[config.mk]
export PLATFORM = sky130hd
export DESIGN_NAME = adc_to_control_change_deadband_top
export DESIGN_NICKNAME = d
export VERILOG_FILES = /design/src/actcd_pkg.sv /design/src/actcd_ram.sv /design/src/adc_to_control_change_deadband_top.sv
export SDC_FILE = /design/constraint.sdc
export NUM_CORES = 1
export LEC_CHECK = 0
export BUFFER_PORTS_ARGS = -buffer_cell sky130_fd_sc_hd__buf_4
export CORE_MARGIN = 10
export CORE_UTILIZATION = 67
export DETAILED_ROUTE_END_ITERATION = 7
export GPL_TIMING_DRIVEN = 0
export PLACE_DENSITY = 0.94
export SYNTH_ARGS = -nofsm -noshare
export SYNTH_HDL_FRONTEND = slang
export SYNTH_SLANG_ARGS = --single-unit
export TNS_END_PERCENT = 1
[constraint.sdc]
create_clock -name clk -period 30.3 [get_ports clk]
set_input_delay 6.06 -clock clk [delete_from_list [all_inputs] [get_ports clk]]
set_output_delay 6.06 -clock clk [all_outputs]
set_load 0.01 [all_outputs]
[src/actcd_pkg.sv]
`default_nettype none

package actcd_pkg;

  localparam int NUM_CONTROLS_DEF = 3;
  localparam int SAMPLE_BITS_DEF  = 12;

  localparam int LEVEL_W    = 7;
  localparam int COUNT_W    = 6;
  localparam int TIME_W     = 32;
  localparam int CFG_IDX_W  = 3;
  localparam int CFG_DATA_W = 16;

  localparam logic [7:0]         STATUS_CC = 8'd176;
  localparam logic [LEVEL_W-1:0] LEVEL_MAX = 7'd127;

  localparam logic OP_SAMPLE = 1'b0;
  localparam logic OP_TICK   = 1'b1;

  // Register indexes on the configuration port
  localparam logic [CFG_IDX_W-1:0] CFG_DEVIATION    = 3'd0;
  localparam logic [CFG_IDX_W-1:0] CFG_CLAMP_RANGE  = 3'd1;
  localparam logic [CFG_IDX_W-1:0] CFG_MIN_INTERVAL = 3'd2;
  localparam logic [CFG_IDX_W-1:0] CFG_EXTRA        = 3'd3;
  localparam logic [CFG_IDX_W-1:0] CFG_CTRL_A       = 3'd4;
  localparam logic [CFG_IDX_W-1:0] CFG_CTRL_B       = 3'd5;
  localparam logic [CFG_IDX_W-1:0] CFG_CTRL_C       = 3'd6;

  // Register reset values
  localparam logic [6:0]  DEVIATION_RST    = 7'd2;
  localparam logic [5:0]  CLAMP_RST        = 6'd2;
  localparam logic [15:0] MIN_INTERVAL_RST = 16'd10;
  localparam logic [5:0]  EXTRA_RST        = 6'd20;
  localparam logic [6:0]  CTRL_A_RST       = 7'd1;
  localparam logic [6:0]  CTRL_B_RST       = 7'd2;
  localparam logic [6:0]  CTRL_C_RST       = 7'd3;

  // Control indexes that have a controller-number register
  localparam logic [1:0] CONTROL_A = 2'd0;
  localparam logic [1:0] CONTROL_B = 2'd1;
  localparam logic [1:0] CONTROL_C = 2'd2;

endpackage

`default_nettype wire

[src/actcd_ram.sv]
`default_nettype none

module actcd_ram #(
  parameter int WIDTH = 8,
  parameter int DEPTH = 4,
  localparam int AW = (DEPTH > 1) ? $clog2(DEPTH) : 1
) (
  input  wire logic             clk,
  input  wire logic             we,
  input  wire logic [AW-1:0]    waddr,
  input  wire logic [WIDTH-1:0] wdata,
  input  wire logic             re,
  input  wire logic [AW-1:0]    raddr,
  output logic      [WIDTH-1:0] rdata
);

  logic [WIDTH-1:0] mem [DEPTH];

  always_ff @(posedge clk) begin
    if (we) begin
      mem[waddr] <= wdata;
    end
    if (re) begin
      rdata <= mem[raddr];
    end
  end

endmodule

`default_nettype wire

[src/adc_to_control_change_deadband_top.sv]
// A request accepted at the input is registered in the update stage; its message is then registered at the output.
// Throughput: one request per cycle while the output is not blocked, set by the single read-modify-write pass
// over the per-control state memory (one read port, one write port).
// Reset: synchronous, active low; loads register defaults, clears counter, stage and entry valid bits.
// No clearing pass: an entry not yet written reads as zero.
`default_nettype none

module adc_to_control_change_deadband_top #(
  parameter int NUM_CONTROLS = actcd_pkg::NUM_CONTROLS_DEF,
  parameter int SAMPLE_BITS  = actcd_pkg::SAMPLE_BITS_DEF
) (
  input  wire logic                              clk,
  input  wire logic                              rst_n,
  input  wire logic                              in_valid,
  output logic                                   in_stall,
  input  wire logic                              in_op,
  input  wire logic [1:0]                        in_control_index,
  input  wire logic [11:0]                       in_sample,
  output logic                                   out_valid,
  input  wire logic                              out_stall,
  output logic [7:0]                             out_status_byte,
  output logic [6:0]                             out_controller,
  output logic [6:0]                             out_level,
  output logic [1:0]                             out_source_control,
  input  wire logic                              cfg_valid,
  output logic                                   cfg_ready,
  input  wire logic [actcd_pkg::CFG_IDX_W-1:0]   cfg_index,
  input  wire logic [actcd_pkg::CFG_DATA_W-1:0]  cfg_data
);

  import actcd_pkg::*;

  localparam int IDX_W = (NUM_CONTROLS > 1) ? $clog2(NUM_CONTROLS) : 1;
  // Entry layout: {filter, burst count, active, sent level, last send time}
  localparam int ENT_W    = SAMPLE_BITS + COUNT_W + 1 + LEVEL_W + TIME_W;
  localparam int LAST_LO  = 0;
  localparam int SENT_LO  = LAST_LO + TIME_W;
  localparam int ACT_POS  = SENT_LO + LEVEL_W;
  localparam int CNT_LO   = ACT_POS + 1;
  localparam int FILT_LO  = CNT_LO + COUNT_W;

  // Configuration registers
  logic [6:0]  deviation_r;
  logic [5:0]  clamp_r;
  logic [15:0] min_interval_r;
  logic [5:0]  extra_r;
  logic [6:0]  ctrl_a_r;
  logic [6:0]  ctrl_b_r;
  logic [6:0]  ctrl_c_r;

  assign cfg_ready = 1'b1;

  always_ff @(posedge clk) begin
    if (!rst_n) begin
      deviation_r    <= DEVIATION_RST;
      clamp_r        <= CLAMP_RST;
      min_interval_r <= MIN_INTERVAL_RST;
      extra_r        <= EXTRA_RST;
      ctrl_a_r       <= CTRL_A_RST;
      ctrl_b_r       <= CTRL_B_RST;
      ctrl_c_r       <= CTRL_C_RST;
    end else if (cfg_valid && cfg_ready) begin
      case (cfg_index)
        CFG_DEVIATION:    deviation_r    <= cfg_data[6:0];
        CFG_CLAMP_RANGE:  clamp_r        <= cfg_data[5:0];
        CFG_MIN_INTERVAL: min_interval_r <= cfg_data[15:0];
        CFG_EXTRA:        extra_r        <= cfg_data[5:0];
        CFG_CTRL_A:       ctrl_a_r       <= cfg_data[6:0];
        CFG_CTRL_B:       ctrl_b_r       <= cfg_data[6:0];
        CFG_CTRL_C:       ctrl_c_r       <= cfg_data[6:0];
        default: ;
      endcase
    end
  end

  // Pipeline control
  logic                   s1_valid_r;
  logic                   s1_op_r;
  logic [1:0]             s1_idx_r;
  logic [SAMPLE_BITS-1:0] s1_sample_r;
  logic                   out_valid_r;
  logic                   s1_hold;
  logic                   in_fire;
  logic                   s1_fire;

  // Hold the update stage only while it has work and the output is blocked
  assign s1_hold  = s1_valid_r && out_valid_r && out_stall;
  assign in_stall = s1_hold;
  assign in_fire  = in_valid && !s1_hold;
  assign s1_fire  = s1_valid_r && !s1_hold;

  always_ff @(posedge clk) begin
    if (!rst_n) begin
      s1_valid_r <= 1'b0;
    end else if (!s1_hold) begin
      s1_valid_r <= in_valid;
    end
  end

  always_ff @(posedge clk) begin
    if (in_fire) begin
      s1_op_r     <= in_op;
      s1_idx_r    <= in_control_index;
      s1_sample_r <= SAMPLE_BITS'(in_sample);
    end
  end

  // State memory and forwarding
  logic [IDX_W-1:0]        s1_addr;
  logic [ENT_W-1:0]        rd_data;
  logic [ENT_W-1:0]        wr_data;
  logic                    wr_en;
  logic [NUM_CONTROLS-1:0] valid_r;
  logic                    fwd_valid_r;
  logic [IDX_W-1:0]        fwd_addr_r;
  logic [ENT_W-1:0]        fwd_data_r;
  logic [ENT_W-1:0]        ent;

  assign s1_addr = IDX_W'(s1_idx_r);

  actcd_ram #(
    .WIDTH (ENT_W),
    .DEPTH (NUM_CONTROLS)
  ) u_state_ram (
    .clk   (clk),
    .we    (wr_en),
    .waddr (s1_addr),
    .wdata (wr_data),
    .re    (in_fire),
    .raddr (IDX_W'(in_control_index)),
    .rdata (rd_data)
  );

  always_ff @(posedge clk) begin
    if (!rst_n) begin
      valid_r     <= '0;
      fwd_valid_r <= 1'b0;
    end else begin
      if (wr_en) begin
        valid_r[s1_addr] <= 1'b1;
      end
      if (!s1_hold) begin
        fwd_valid_r <= wr_en;
      end
    end
  end

  // Keep the write that coincided with this request's read
  always_ff @(posedge clk) begin
    if (!s1_hold) begin
      fwd_addr_r <= s1_addr;
      fwd_data_r <= wr_data;
    end
  end

  always_comb begin
    if (fwd_valid_r && (fwd_addr_r == s1_addr)) begin
      ent = fwd_data_r;
    end else if (valid_r[s1_addr]) begin
      ent = rd_data;
    end else begin
      ent = '0;
    end
  end

  // Update logic
  logic [TIME_W-1:0]      ms_r;
  logic [SAMPLE_BITS-1:0] filt;
  logic [COUNT_W-1:0]     cnt;
  logic                   act;
  logic [LEVEL_W-1:0]     sent;
  logic [TIME_W-1:0]      last;
  logic                   in_range;
  logic [SAMPLE_BITS:0]   sum;
  logic [COUNT_W-1:0]     cnt_inc;
  logic [SAMPLE_BITS-1:0] filt_nxt;
  logic [COUNT_W-1:0]     cnt_nxt;
  logic                   act_nxt;
  logic                   eval;
  logic [LEVEL_W-1:0]     raw_lvl;
  logic [LEVEL_W-1:0]     hi_lvl;
  logic [LEVEL_W-1:0]     lvl;
  logic [LEVEL_W-1:0]     diff;
  logic [TIME_W-1:0]      elapsed;
  logic                   send;
  logic [6:0]             ctrl_num;

  assign filt = ent[FILT_LO +: SAMPLE_BITS];
  assign cnt  = ent[CNT_LO +: COUNT_W];
  assign act  = ent[ACT_POS];
  assign sent = ent[SENT_LO +: LEVEL_W];
  assign last = ent[LAST_LO +: TIME_W];

  assign in_range = ({30'd0, s1_idx_r} < 32'(NUM_CONTROLS));
  assign sum      = {1'b0, filt} + {1'b0, s1_sample_r};
  assign cnt_inc  = cnt + 6'd1;

  always_comb begin
    if (!act) begin
      // First sample of a burst loads the filter
      filt_nxt = s1_sample_r;
      cnt_nxt  = '0;
      eval     = (extra_r == 6'd0);
      act_nxt  = !eval;
    end else begin
      filt_nxt = sum[SAMPLE_BITS:1];
      eval     = (cnt_inc >= extra_r);
      cnt_nxt  = eval ? '0 : cnt_inc;
      act_nxt  = !eval;
    end
  end

  assign raw_lvl = filt_nxt[SAMPLE_BITS-1 -: LEVEL_W];
  assign hi_lvl  = (raw_lvl >= (LEVEL_MAX - {1'b0, clamp_r})) ? LEVEL_MAX : raw_lvl;
  // Low clamp is applied last and wins on overlap
  assign lvl     = (hi_lvl <= {1'b0, clamp_r}) ? '0 : hi_lvl;
  assign diff    = (sent > lvl) ? (sent - lvl) : (lvl - sent);
  assign elapsed = ms_r - last;
  assign send    = eval && (diff >= deviation_r) && (elapsed >= 32'(min_interval_r));

  assign wr_en   = s1_fire && (s1_op_r == OP_SAMPLE) && in_range;
  assign wr_data = {filt_nxt, cnt_nxt, act_nxt,
                    send ? lvl : sent,
                    send ? ms_r : last};

  always_comb begin
    case (s1_idx_r)
      CONTROL_A: ctrl_num = ctrl_a_r;
      CONTROL_B: ctrl_num = ctrl_b_r;
      CONTROL_C: ctrl_num = ctrl_c_r;
      default:   ctrl_num = '0;
    endcase
  end

  always_ff @(posedge clk) begin
    if (!rst_n) begin
      ms_r <= '0;
    end else if (s1_fire && (s1_op_r == OP_TICK)) begin
      ms_r <= ms_r + 32'd1;
    end
  end

  // Output register
  logic [6:0] out_ctrl_r;
  logic [6:0] out_lvl_r;
  logic [1:0] out_src_r;

  always_ff @(posedge clk) begin
    if (!rst_n) begin
      out_valid_r <= 1'b0;
    end else if (wr_en && send) begin
      out_valid_r <= 1'b1;
    end else if (!out_stall) begin
      out_valid_r <= 1'b0;
    end
  end

  always_ff @(posedge clk) begin
    if (wr_en && send) begin
      out_ctrl_r <= ctrl_num;
      out_lvl_r  <= lvl;
      out_src_r  <= s1_idx_r;
    end
  end

  assign out_valid          = out_valid_r;
  assign out_status_byte    = STATUS_CC;
  assign out_controller     = out_ctrl_r;
  assign out_level          = out_lvl_r;
  assign out_source_control = out_src_r;

endmodule

`default_nettype wire

==> results of run 1 <==
## layout make-up
cell class | count | share of cell area [%]
well taps | 390 | 2.13
clock inverters | 24 | 1.55
multi-input cells | 1191 | 35.0
clock buffers | 53 | 4.98
inverters | 102 | 1.67
repair buffers | 70 | 2.65
plain buffers | 78 | 1.54
flip-flops and latches | 417 | 50.5
## power by group
group / switching (mW) / internal (mW) / total, mW
clock: 0.220 / 0.345 / 0.564
sequential: 0.00577 / 0.625 / 0.631
combinational: 0.0644 / 0.0401 / 0.104
## synthesized netlist by cell type (15+ instances only)
cell	number
and2_1	19
inv_1	100
nor2_1	92
nand2_1	227
xnor2_1	52
a21oi_1	110
a22o_1	17
o21a_1	15
clkbuf_1	51
a22oi_1	38
edfxtp_1	323
mux2i_1	120
dfxtp_1	94
nand3_1	38
o21ai_0	102
ha_1	98
nand4_1	21
a21o_1	34
## registers in the layout, summed over array words and instances, names as in the netlist, 2 cells and up
name	cells
u_state_ram.mem	174
fwd_data_r	58
u_state_ram.rdata	58
ms_r	32
min_interval_r	16
s1_sample_r	12
ctrl_a_r	7
ctrl_b_r	7
ctrl_c_r	7
deviation_r	7
out_controller	7
out_level	7
clamp_r	6
extra_r	6
valid_r	3
fwd_addr_r	2
out_source_control	2
s1_addr	2
## metrics by stage
step | power (mW) | setup slack (ps) | hold slack [ps]
after global placement | 0.737 | 14680 | 441
after detailed placement | 0.742 | 16390 | 447
after CTS | 1.30 | 16190 | 456
after floorplan | 0.709 | 16190 | 436
after global routing | 1.33 | 15160 | 476
final | 1.30 | 15810 | 455
## kinds of logic (layout without fill, tap and decap cells)
kind of cell | after synthesis | count (layout) | share of synthesized area [%]
AND/OR/NAND/NOR | 486 | 486 | 10.9
XOR/XNOR | 68 | 68 | 3.07
adder cells (fa/ha/maj) | 102 | 102 | 6.43
multiplexers | 127 | 127 | 6.36
other | 2 | 9 | 0.0370
flip-flops | 417 | 417 | 57.1
buffers and inverters | 180 | 327 | 3.62
AO/OA/AOI/OAI | 399 | 399 | 12.5
## final timing paths
path	start	end	slack, ps
setup / recovery	s1_addr[1]	out_level[3]	15810
hold / removal	min_interval_r[12]	min_interval_r[12]	450
setup reg to reg	s1_addr[1]	out_level[3]	15810
hold reg to reg	min_interval_r[12]	min_interval_r[12]	450
## layer usage
layer	vias up	wire [µm]	track usage [%]
met2	758	26600	47.6
met3	222	4130	4.75
met4	0	2910	14.5
li1	6728	-	-
met1	7231	19600	31.1
met5	-	0	0
## worst min-delay path, delay by kind of cell, from the launching register on
family             cells  cell delay (ps)
AOI/OAI and AO/OA      1               50
and+or+nand+nor        1               50
DFF                    1              310
==> impl_metrics.json, run 1 <==
{
  "cts_inserted_buffers": 42,
  "fp-row-count": 63,
  "tightestPinTransition_ps": 1380,
  "port_buffers": 55,
  "worstSetupPathType": "flop to flop",
  "post_cts_buffers": 0,
  "gr-usage-all-layers_pct": 27.2,
  "fin_util_pct": 77.0,
  "routed_wirelength_um": 53200,
  "p_per_area_mw_per_mm2": 56.6,
  "yosys.area.top_type": "edfxtp_1",
  "place_area_mm2": 0.0215,
  "htree_levels": 2,
  "drive_above_1_share_pct": 9.30,
  "wl_per_cell_um": 22.9,
  "vias_per_cell": 6.43,
  "worstSkewPairLatency_ps": 550,
  "status": "finished, final reports clean",
  "synth.avg_cell_area_um2": 11.4,
  "clkSlewWorstSetupHoldPaths_ps": 60,
  "yosysUniqueCellTypes": 73,
  "min_period_ps": 14490,
  "path_max_fanout": 16,
  "antennaDiodeCount": 0,
  "drt-pass1-iter-count": 5,
  "cts-resized-gates": 0,
  "grt_pass1_vias": 15300,
  "layout_commonest_cell": "edfxtp_1",
  "cp.buffers_inverters": 7,
  "antenna_found_initial": 0,
  "design_area_mm2": 0.0230,
  "grt.overflow.total": 0,
  "synthCells": 1781,
  "cp_top_family": "compound AO/OA/AOI/OAI gates",
  "synthDominantCellAreaShare_pct": 47.8,
  "hold_class": "flop to flop",
  "final.setup.tns_ps": 0,
  "relSlewSlack_pct": 7.42,
  "die_area_mm2": 0.0377,
  "start_util_pct": 68.1,
  "rsz0062_at_grt": "no",
  "max_stage_delay_ps": 940,
  "ys_seq_elements": 417,
  "p_leak_nw": 9.01,
  "ys_warn_count": 0,
  "drcViolationCount": 0,
  "min_path_cells": 2,
  "post-route-period-util_pct": 47.8,
  "cts.root.buffer_cell": "clkbuf_16",
  "synth_area_leaders": "edfxtp_1 48%, dfxtp_1 9.3%, ha_1 6.0%, mux2i_1 5.9%, nand2_1 4.2%",
  "crit_top_cell": "o21ai_0",
  "pin_count": 66,
  "cp-end-kind": "flop",
  "cts_hold_buffers": 0,
  "final-max-slew-violation-count": 0,
  "startpoint_type": "flop",
  "hold_viol_final": 0,
  "clock-sinks": 417,
  "gp_congestion": 0.961,
  "core_mm2": 0.0298,
  "yosysSeqAreaShare_pct": 57.1,
  "seq_area_mm2": 0.0116,
  "fill_cells": 1772,
  "async_reset_ff_share_pct": 0,
  "vias": 14900,
  "hpwl_um": 36600,
  "layout_common_cells": "323 x edfxtp_1, 227 x nand2_1, 120 x mux2i_1, 110 x a21oi_1, 102 x o21ai_0",
  "grt_pass1_wl_um": 82400,
  "fmax_mhz": 69.0,
  "ir_worst_vdd_mv": 0.0712,
  "dp_cells": 2248,
  "stdcell_count": 2325,
  "critPathArrivalTime_ps": 14660,
  "dieWidth_um": 194,
  "synth_edf_count": 323,
  "critical_path_cell_count": 50,
  "die_y_um": 194,
  "finish.net_count": 2043,
  "syn_area_mm2": 0.0203,
  "drt_iter0_drc": 1317,
  "finalSetupViolCount": 0,
  "required_ps": 30470,
  "finalClockSkew_ps": 20.7,
  "area_growth_pct": 13.1,
  "clk_path_buf_depth": 3,
  "cts_tree": "done",
  "synth_flop_cell": "edfxtp_1",
  "rr_worst_depth": 50,
  "ant_nets": 0,
  "max-cap-violations": 0,
  "grt_max_degree": 48,
  "slowest_stage": "a2111oi_0",
  "multi_input_area_mm2": 0.00804
}
(Power assumes the default switching activity.)
==> run 2, diff against run 1 <==
--- a/config.mk
+++ b/config.mk
@@ -7,10 +7,10 @@
 export LEC_CHECK = 0
 export BUFFER_PORTS_ARGS = -buffer_cell sky130_fd_sc_hd__buf_4
 export CORE_MARGIN = 10
-export CORE_UTILIZATION = 67
+export CORE_UTILIZATION = 63
 export DETAILED_ROUTE_END_ITERATION = 7
 export GPL_TIMING_DRIVEN = 0
-export PLACE_DENSITY = 0.94
+export PLACE_DENSITY = 0.9
 export SYNTH_ARGS = -nofsm -noshare
 export SYNTH_HDL_FRONTEND = slang
 export SYNTH_SLANG_ARGS = --single-unit
==> constraint.sdc (replaced) <==
create_clock -name clk -period 14.99 [get_ports clk]
set_input_delay 2.998 -clock clk [delete_from_list [all_inputs] [get_ports clk]]
set_output_delay 2.998 -clock clk [all_outputs]
set_load 0.01 [all_outputs]
==> impl_metrics.json, run 2 (same netlist as run 1, synthesis figures left out) <==
{
  "finalClockSkew_ps": 24.9,
  "required_ps": 15170,
  "total_power_mw": 2.53,
  "min_from": "ctrl_b_r[3]",
  "antenna_found_initial": 0,
  "cts_inserted_buffers": 42,
  "place_area_mm2": 0.0215,
  "gp_congestion": 0.957,
  "grt_pass1_vias": 15000,
  "grt_pass1_wl_um": 80400,
  "pin_count": 66,
  "layout_commonest_cell": "edfxtp_1",
  "fmax_mhz": 70.1,
  "min_period_ps": 14260,
  "post-route-period-util_pct": 95.2,
  "fill_cells": 2026,
  "drt-pass1-iter-count": 6,
  "largest_registers": "u_state_ram.mem: 174 flops, fwd_data_r: 58 flops, u_state_ram.rdata: 58 flops",
  "relSlewSlack_pct": 18.7,
  "rrSetupSlack_ps": 730,
  "slowest_stage": "a2111oi_0",
  "critPathArrivalTime_ps": 14450,
  "gr-usage-all-layers_pct": 25.9,
  "switching_share_pct": 23.5,
  "vias_per_cell": 6.27,
  "vias": 14700,
  "grt.overflow.total": 0,
  "cts.root.buffer_cell": "clkbuf_16",
  "status": "finished, final reports clean",
  "clockPowerShare_pct": 41.3,
  "largest_register_ffs": 174,
  "ant_nets": 0,
  "p_seq_share_pct": 50.4,
  "startpoint": "s1_addr[1]",
  "setup.worst_path.end": "out_level[3]",
  "startpoint_type": "flop",
  "htree_levels": 2,
  "clkSlewWorstSetupHoldPaths_ps": 60,
  "tightestPinTransition_ps": 1220,
  "max-cap-violations": 0,
  "routed_wirelength_um": 51400,
  "design_area_mm2": 0.0229,
  "grt_max_degree": 49,
  "max_stage_delay_ps": 1000,
  "cp.buffers_inverters": 6,
  "port_buffers": 55,
  "top_register": "u_state_ram.mem",
  "area_growth_pct": 12.7,
  "fp-row-count": 65,
  "final-max-slew-violation-count": 0,
  "cts_tree": "done",
  "hold_class": "flop to flop",
  "layout_common_cells": "323 x edfxtp_1, 227 x nand2_1, 120 x mux2i_1, 110 x a21oi_1, 102 x o21ai_0",
  "drive_above_1_share_pct": 9.56,
  "timing.hold.ws_ps": 455,
  "path_max_fanout": 16,
  "drcViolationCount": 0,
  "hold_viol_final": 0,
  "cts_hold_buffers": 0,
  "worstSkewPairLatency_ps": 560,
  "min_path_cells": 2,
  "die_y_um": 200,
  "p_switching_uw": 595,
  "dieWidth_um": 200,
  "clk_path_buf_depth": 3,
  "die_area_mm2": 0.0398,
  "antennaDiodeCount": 0,
  "hpwl_um": 36200,
  "rr_worst_depth": 50,
  "critical_path_cell_count": 50,
  "finish.net_count": 2043,
  "cp_top_family": "compound AO/OA/AOI/OAI gates",
  "drt_iter0_drc": 1250,
  "finalSetupViolCount": 0,
  "cp-end-kind": "flop",
  "power_frac_comb_pct": 8.3,
  "worstSetupPathType": "flop to flop",
  "crit_top_cell": "o21ai_0",
  "p_per_area_mw_per_mm2": 111,
  "core_mm2": 0.0316,
  "rsz0062_at_grt": "no",
  "start_util_pct": 64.2,
  "p_leak_nw": 8.97,
  "wl_per_cell_um": 22.0,
  "r2r-start": "s1_addr[1]",
  "internal-power_mw": 1.94,
  "final.setup.tns_ps": 0,
  "ir_worst_vdd_mv": 0.113,
  "reg2reg_to": "out_level[3]",
  "clock-sinks": 417
}
## run 2: changes by cell type in the layout (fill, tap and decap cells not counted), sizes merged
cell,change
inv,+2
bufinv,-6
clkinv,+6
clkbuf,-1
## run 2: worst min-delay path by stage
stage	to	slack, ps
floorplan	ctrl_a_r[1]	440
global placement	ctrl_a_r[6]	440
detailed placement	deviation_r[4]	450
CTS	ctrl_b_r[3]	460
global route	min_interval_r[6]	480
finish	ctrl_b_r[3]	460
## run 2: layout make-up
cell class	instances	area, µm²	share of cell area (%)
Sequential cell	417	11600	50.6
Clock inverter	26	267	1.16
Clock buffer	52	1110	4.87
Buffer	78	353	1.54
Inverter	102	383	1.67
Multi-Input combinational cell	1191	8050	35.2
Timing Repair Buffer	70	638	2.79
Tap cell	402	503	2.20
## run 2: stage by stage
stage | util, % | instances | setup WS (ps)
2_1_floorplan | - | 1788 | 4800
3_3_place_gp | 67.1 | 2245 | 1490
3_5_place_dp | 67.9 | 2260 | 1120
4_1_cts | 72.3 | 2338 | 780
5_1_grt | 72.3 | 2338 | 64.8
6_report | 72.3 | 2338 | 726
## run 2: layer usage
| metal | GRT usage (%) | up-vias | wire, µm |
|---|---|---|---|
| li1 | - | 6721 | - |
| met1 | 30.6 | 7162 | 19500 |
| met2 | 45.3 | 619 | 25700 |
| met3 | 3.57 | 166 | 3630 |
| met4 | 12.9 | 0 | 2550 |
| met5 | 0 | - | 0 |
## run 2: what timing repair did
action	CTS	global route
setup buffers	0	0
setup endpoints to repair	0	16
resized for setup	0	1
## run 2: worst reg2reg max path, delay by kind of cell, from the launching register on
kind                     cells  cell delay (ps)
adder cells (fa/ha/maj)      5             1760
AO/OA/AOI/OAI               25             6310
buffers and inverters        6             2100
XOR/XNOR                     2              360
flip-flops                   1              570
AND/OR/NAND/NOR             12             2810
## run 2: power groups by stage
| stage | Clock [mW] | Sequential, mW | Combinational, mW |
|---|---|---|---|
| global route | 1.09 | 1.28 | 0.229 |
| finish | 1.05 | 1.27 | 0.210 |
| CTS | 1.05 | 1.27 | 0.206 |
| floorplan | 0 | 1.30 | 0.136 |
| detailed placement | 0 | 1.30 | 0.202 |
| global placement | 0 | 1.30 | 0.192 |
==> run 3, diff against run 2 <==
--- a/config.mk
+++ b/config.mk
@@ -7,10 +7,10 @@
 export LEC_CHECK = 0
 export BUFFER_PORTS_ARGS = -buffer_cell sky130_fd_sc_hd__buf_4
 export CORE_MARGIN = 10
-export CORE_UTILIZATION = 63
+export CORE_UTILIZATION = 65
+export CTS_BUF_LIST = sky130_fd_sc_hd__clkbuf_8
 export DETAILED_ROUTE_END_ITERATION = 7
-export GPL_TIMING_DRIVEN = 0
-export PLACE_DENSITY = 0.9
+export PLACE_DENSITY = 0.92
 export SYNTH_ARGS = -nofsm -noshare
 export SYNTH_HDL_FRONTEND = slang
 export SYNTH_SLANG_ARGS = --single-unit
==> impl_metrics.json, run 3 (same netlist as run 1, synthesis figures left out) <==
{
  "grt_pass1_vias": 14900,
  "worstSetupPathType": "flop to flop",
  "drive_above_1_share_pct": 9.92,
  "vias": 14700,
  "layout_commonest_cell": "edfxtp_1",
  "fill_cells": 1945,
  "fmax_mhz": 81.2,
  "relSlewSlack_pct": 23.2,
  "cts_inserted_buffers": 68,
  "grt.overflow.total": 0,
  "hold_viol_final": 0,
  "finalClockSkew_ps": 39.6,
  "max-cap-violations": 0,
  "vias_per_cell": 6.38,
  "worstSkewPairLatency_ps": 610,
  "dieWidth_um": 197,
  "antennaDiodeCount": 0,
  "cts.root.buffer_cell": "clkbuf_8",
  "critPathArrivalTime_ps": 12660,
  "top_register": "u_state_ram.mem",
  "post-route-period-util_pct": 82.1,
  "max_stage_delay_ps": 850,
  "p_leak_nw": 8.86,
  "gp_congestion": 0.925,
  "ir_worst_vdd_mv": 0.0725,
  "layout_common_cells": "323 x edfxtp_1, 227 x nand2_1, 125 x inv_1, 120 x mux2i_1, 110 x a21oi_1",
  "core_mm2": 0.0307,
  "finish.net_count": 1991,
  "grt_pass1_wl_um": 81100,
  "start_util_pct": 66.2,
  "post_cts_buffers": 0,
  "place_area_mm2": 0.0210,
  "antenna_found_initial": 0,
  "final-max-slew-violation-count": 0,
  "largest_register_ffs": 174,
  "wl_per_cell_um": 22.4,
  "cts_tree": "done",
  "routed_wirelength_um": 51500,
  "hold_class": "flop to flop",
  "cp_top_family": "compound AO/OA/AOI/OAI gates",
  "htree_levels": 3,
  "drcViolationCount": 0,
  "gr-usage-all-layers_pct": 26.3,
  "wl_met1_um": 19300,
  "area_growth_pct": 10.1,
  "required_ps": 15340,
  "fp-row-count": 64,
  "design_area_mm2": 0.0223,
  "clock-sinks": 417,
  "total_power_mw": 2.43,
  "die_area_mm2": 0.0387,
  "cp.buffers_inverters": 1,
  "die_y_um": 197,
  "cp-end-kind": "flop",
  "tightestPinTransition_ps": 1150,
  "final.setup.tns_ps": 0,
  "hpwl_um": 33700,
  "cts_hold_buffers": 0,
  "wl_met2_um": 25300,
  "rsz0062_at_grt": "no",
  "finalSetupViolCount": 0,
  "min_period_ps": 12310,
  "crit_top_cell": "o21ai_0",
  "drt-pass1-iter-count": 5,
  "slowest_stage": "a2111oi_0",
  "highest_layer": "met4",
  "path_max_fanout": 39,
  "grt_max_degree": 108,
  "drt_iter0_drc": 1341,
  "largest_registers": "u_state_ram.mem: 174 flops, fwd_data_r: 58 flops, u_state_ram.rdata: 58 flops",
  "wl_met3_um": 4540,
  "clkSlewWorstSetupHoldPaths_ps": 60,
  "ant_nets": 0,
  "status": "finished, final reports clean",
  "port_buffers": 56,
  "cts-resized-gates": 0,
  "startpoint_type": "flop",
  "clk_path_buf_depth": 3,
  "p_per_area_mw_per_mm2": 109,
  "pin_count": 66
}
## run 3: through the flow
stage	hold WS [ps]	worst slack, ps	std cells	utilization, %
floorplan	436	4800	1788	-
global placement	441	4010	2176	68.6
detailed placement	447	3450	2176	68.6
CTS	455	3070	2301	72.8
global route	468	1970	2301	72.8
finish	453	2680	2301	72.8
## run 3: tightest hold or removal path, cell delays in order (launching register included)
cell	delay, ps
dfxtp_1	310
nand2_1	50
a21oi_1	50
## run 3: worst paths after layout
kind | depth (start not counted) | from | endpoint | slack [ps]
setup / recovery | 42 | s1_addr[0] | fwd_data_r[33] | 2680
hold / removal | 2 | min_interval_r[12] | min_interval_r[12] | 450
setup reg to reg | 42 | s1_addr[0] | fwd_data_r[33] | 2680
hold reg to reg | 2 | min_interval_r[12] | min_interval_r[12] | 450
## run 3: layout make-up
type / count / area (µm²) / share of cell area [%]
Sequential cell: 417 / 11600 / 51.8
Multi-Input combinational cell: 1191 / 8050 / 36.0
Clock buffer: 75 / 1030 / 4.62
Timing Repair Buffer: 70 / 526 / 2.35
Tap cell: 396 / 495 / 2.22
Inverter: 102 / 383 / 1.71
Clock inverter: 50 / 274 / 1.23
## run 3: where the power goes
part	leakage (nW)	internal (mW)	switching (mW)
clock network	0.745	0.498	0.453
logic	4.14	0.0766	0.122
registers	3.98	1.26	0.0135
total	8.86	1.84	0.589
## run 3: layer usage
| layer | global-route usage (%) | up-vias |
|---|---|---|
| met5 | 0 | - |
| met4 | 13.2 | 0 |
| met3 | 4.40 | 174 |
| met2 | 44.3 | 813 |
| met1 | 32.2 | 7049 |
| li1 | - | 6641 |
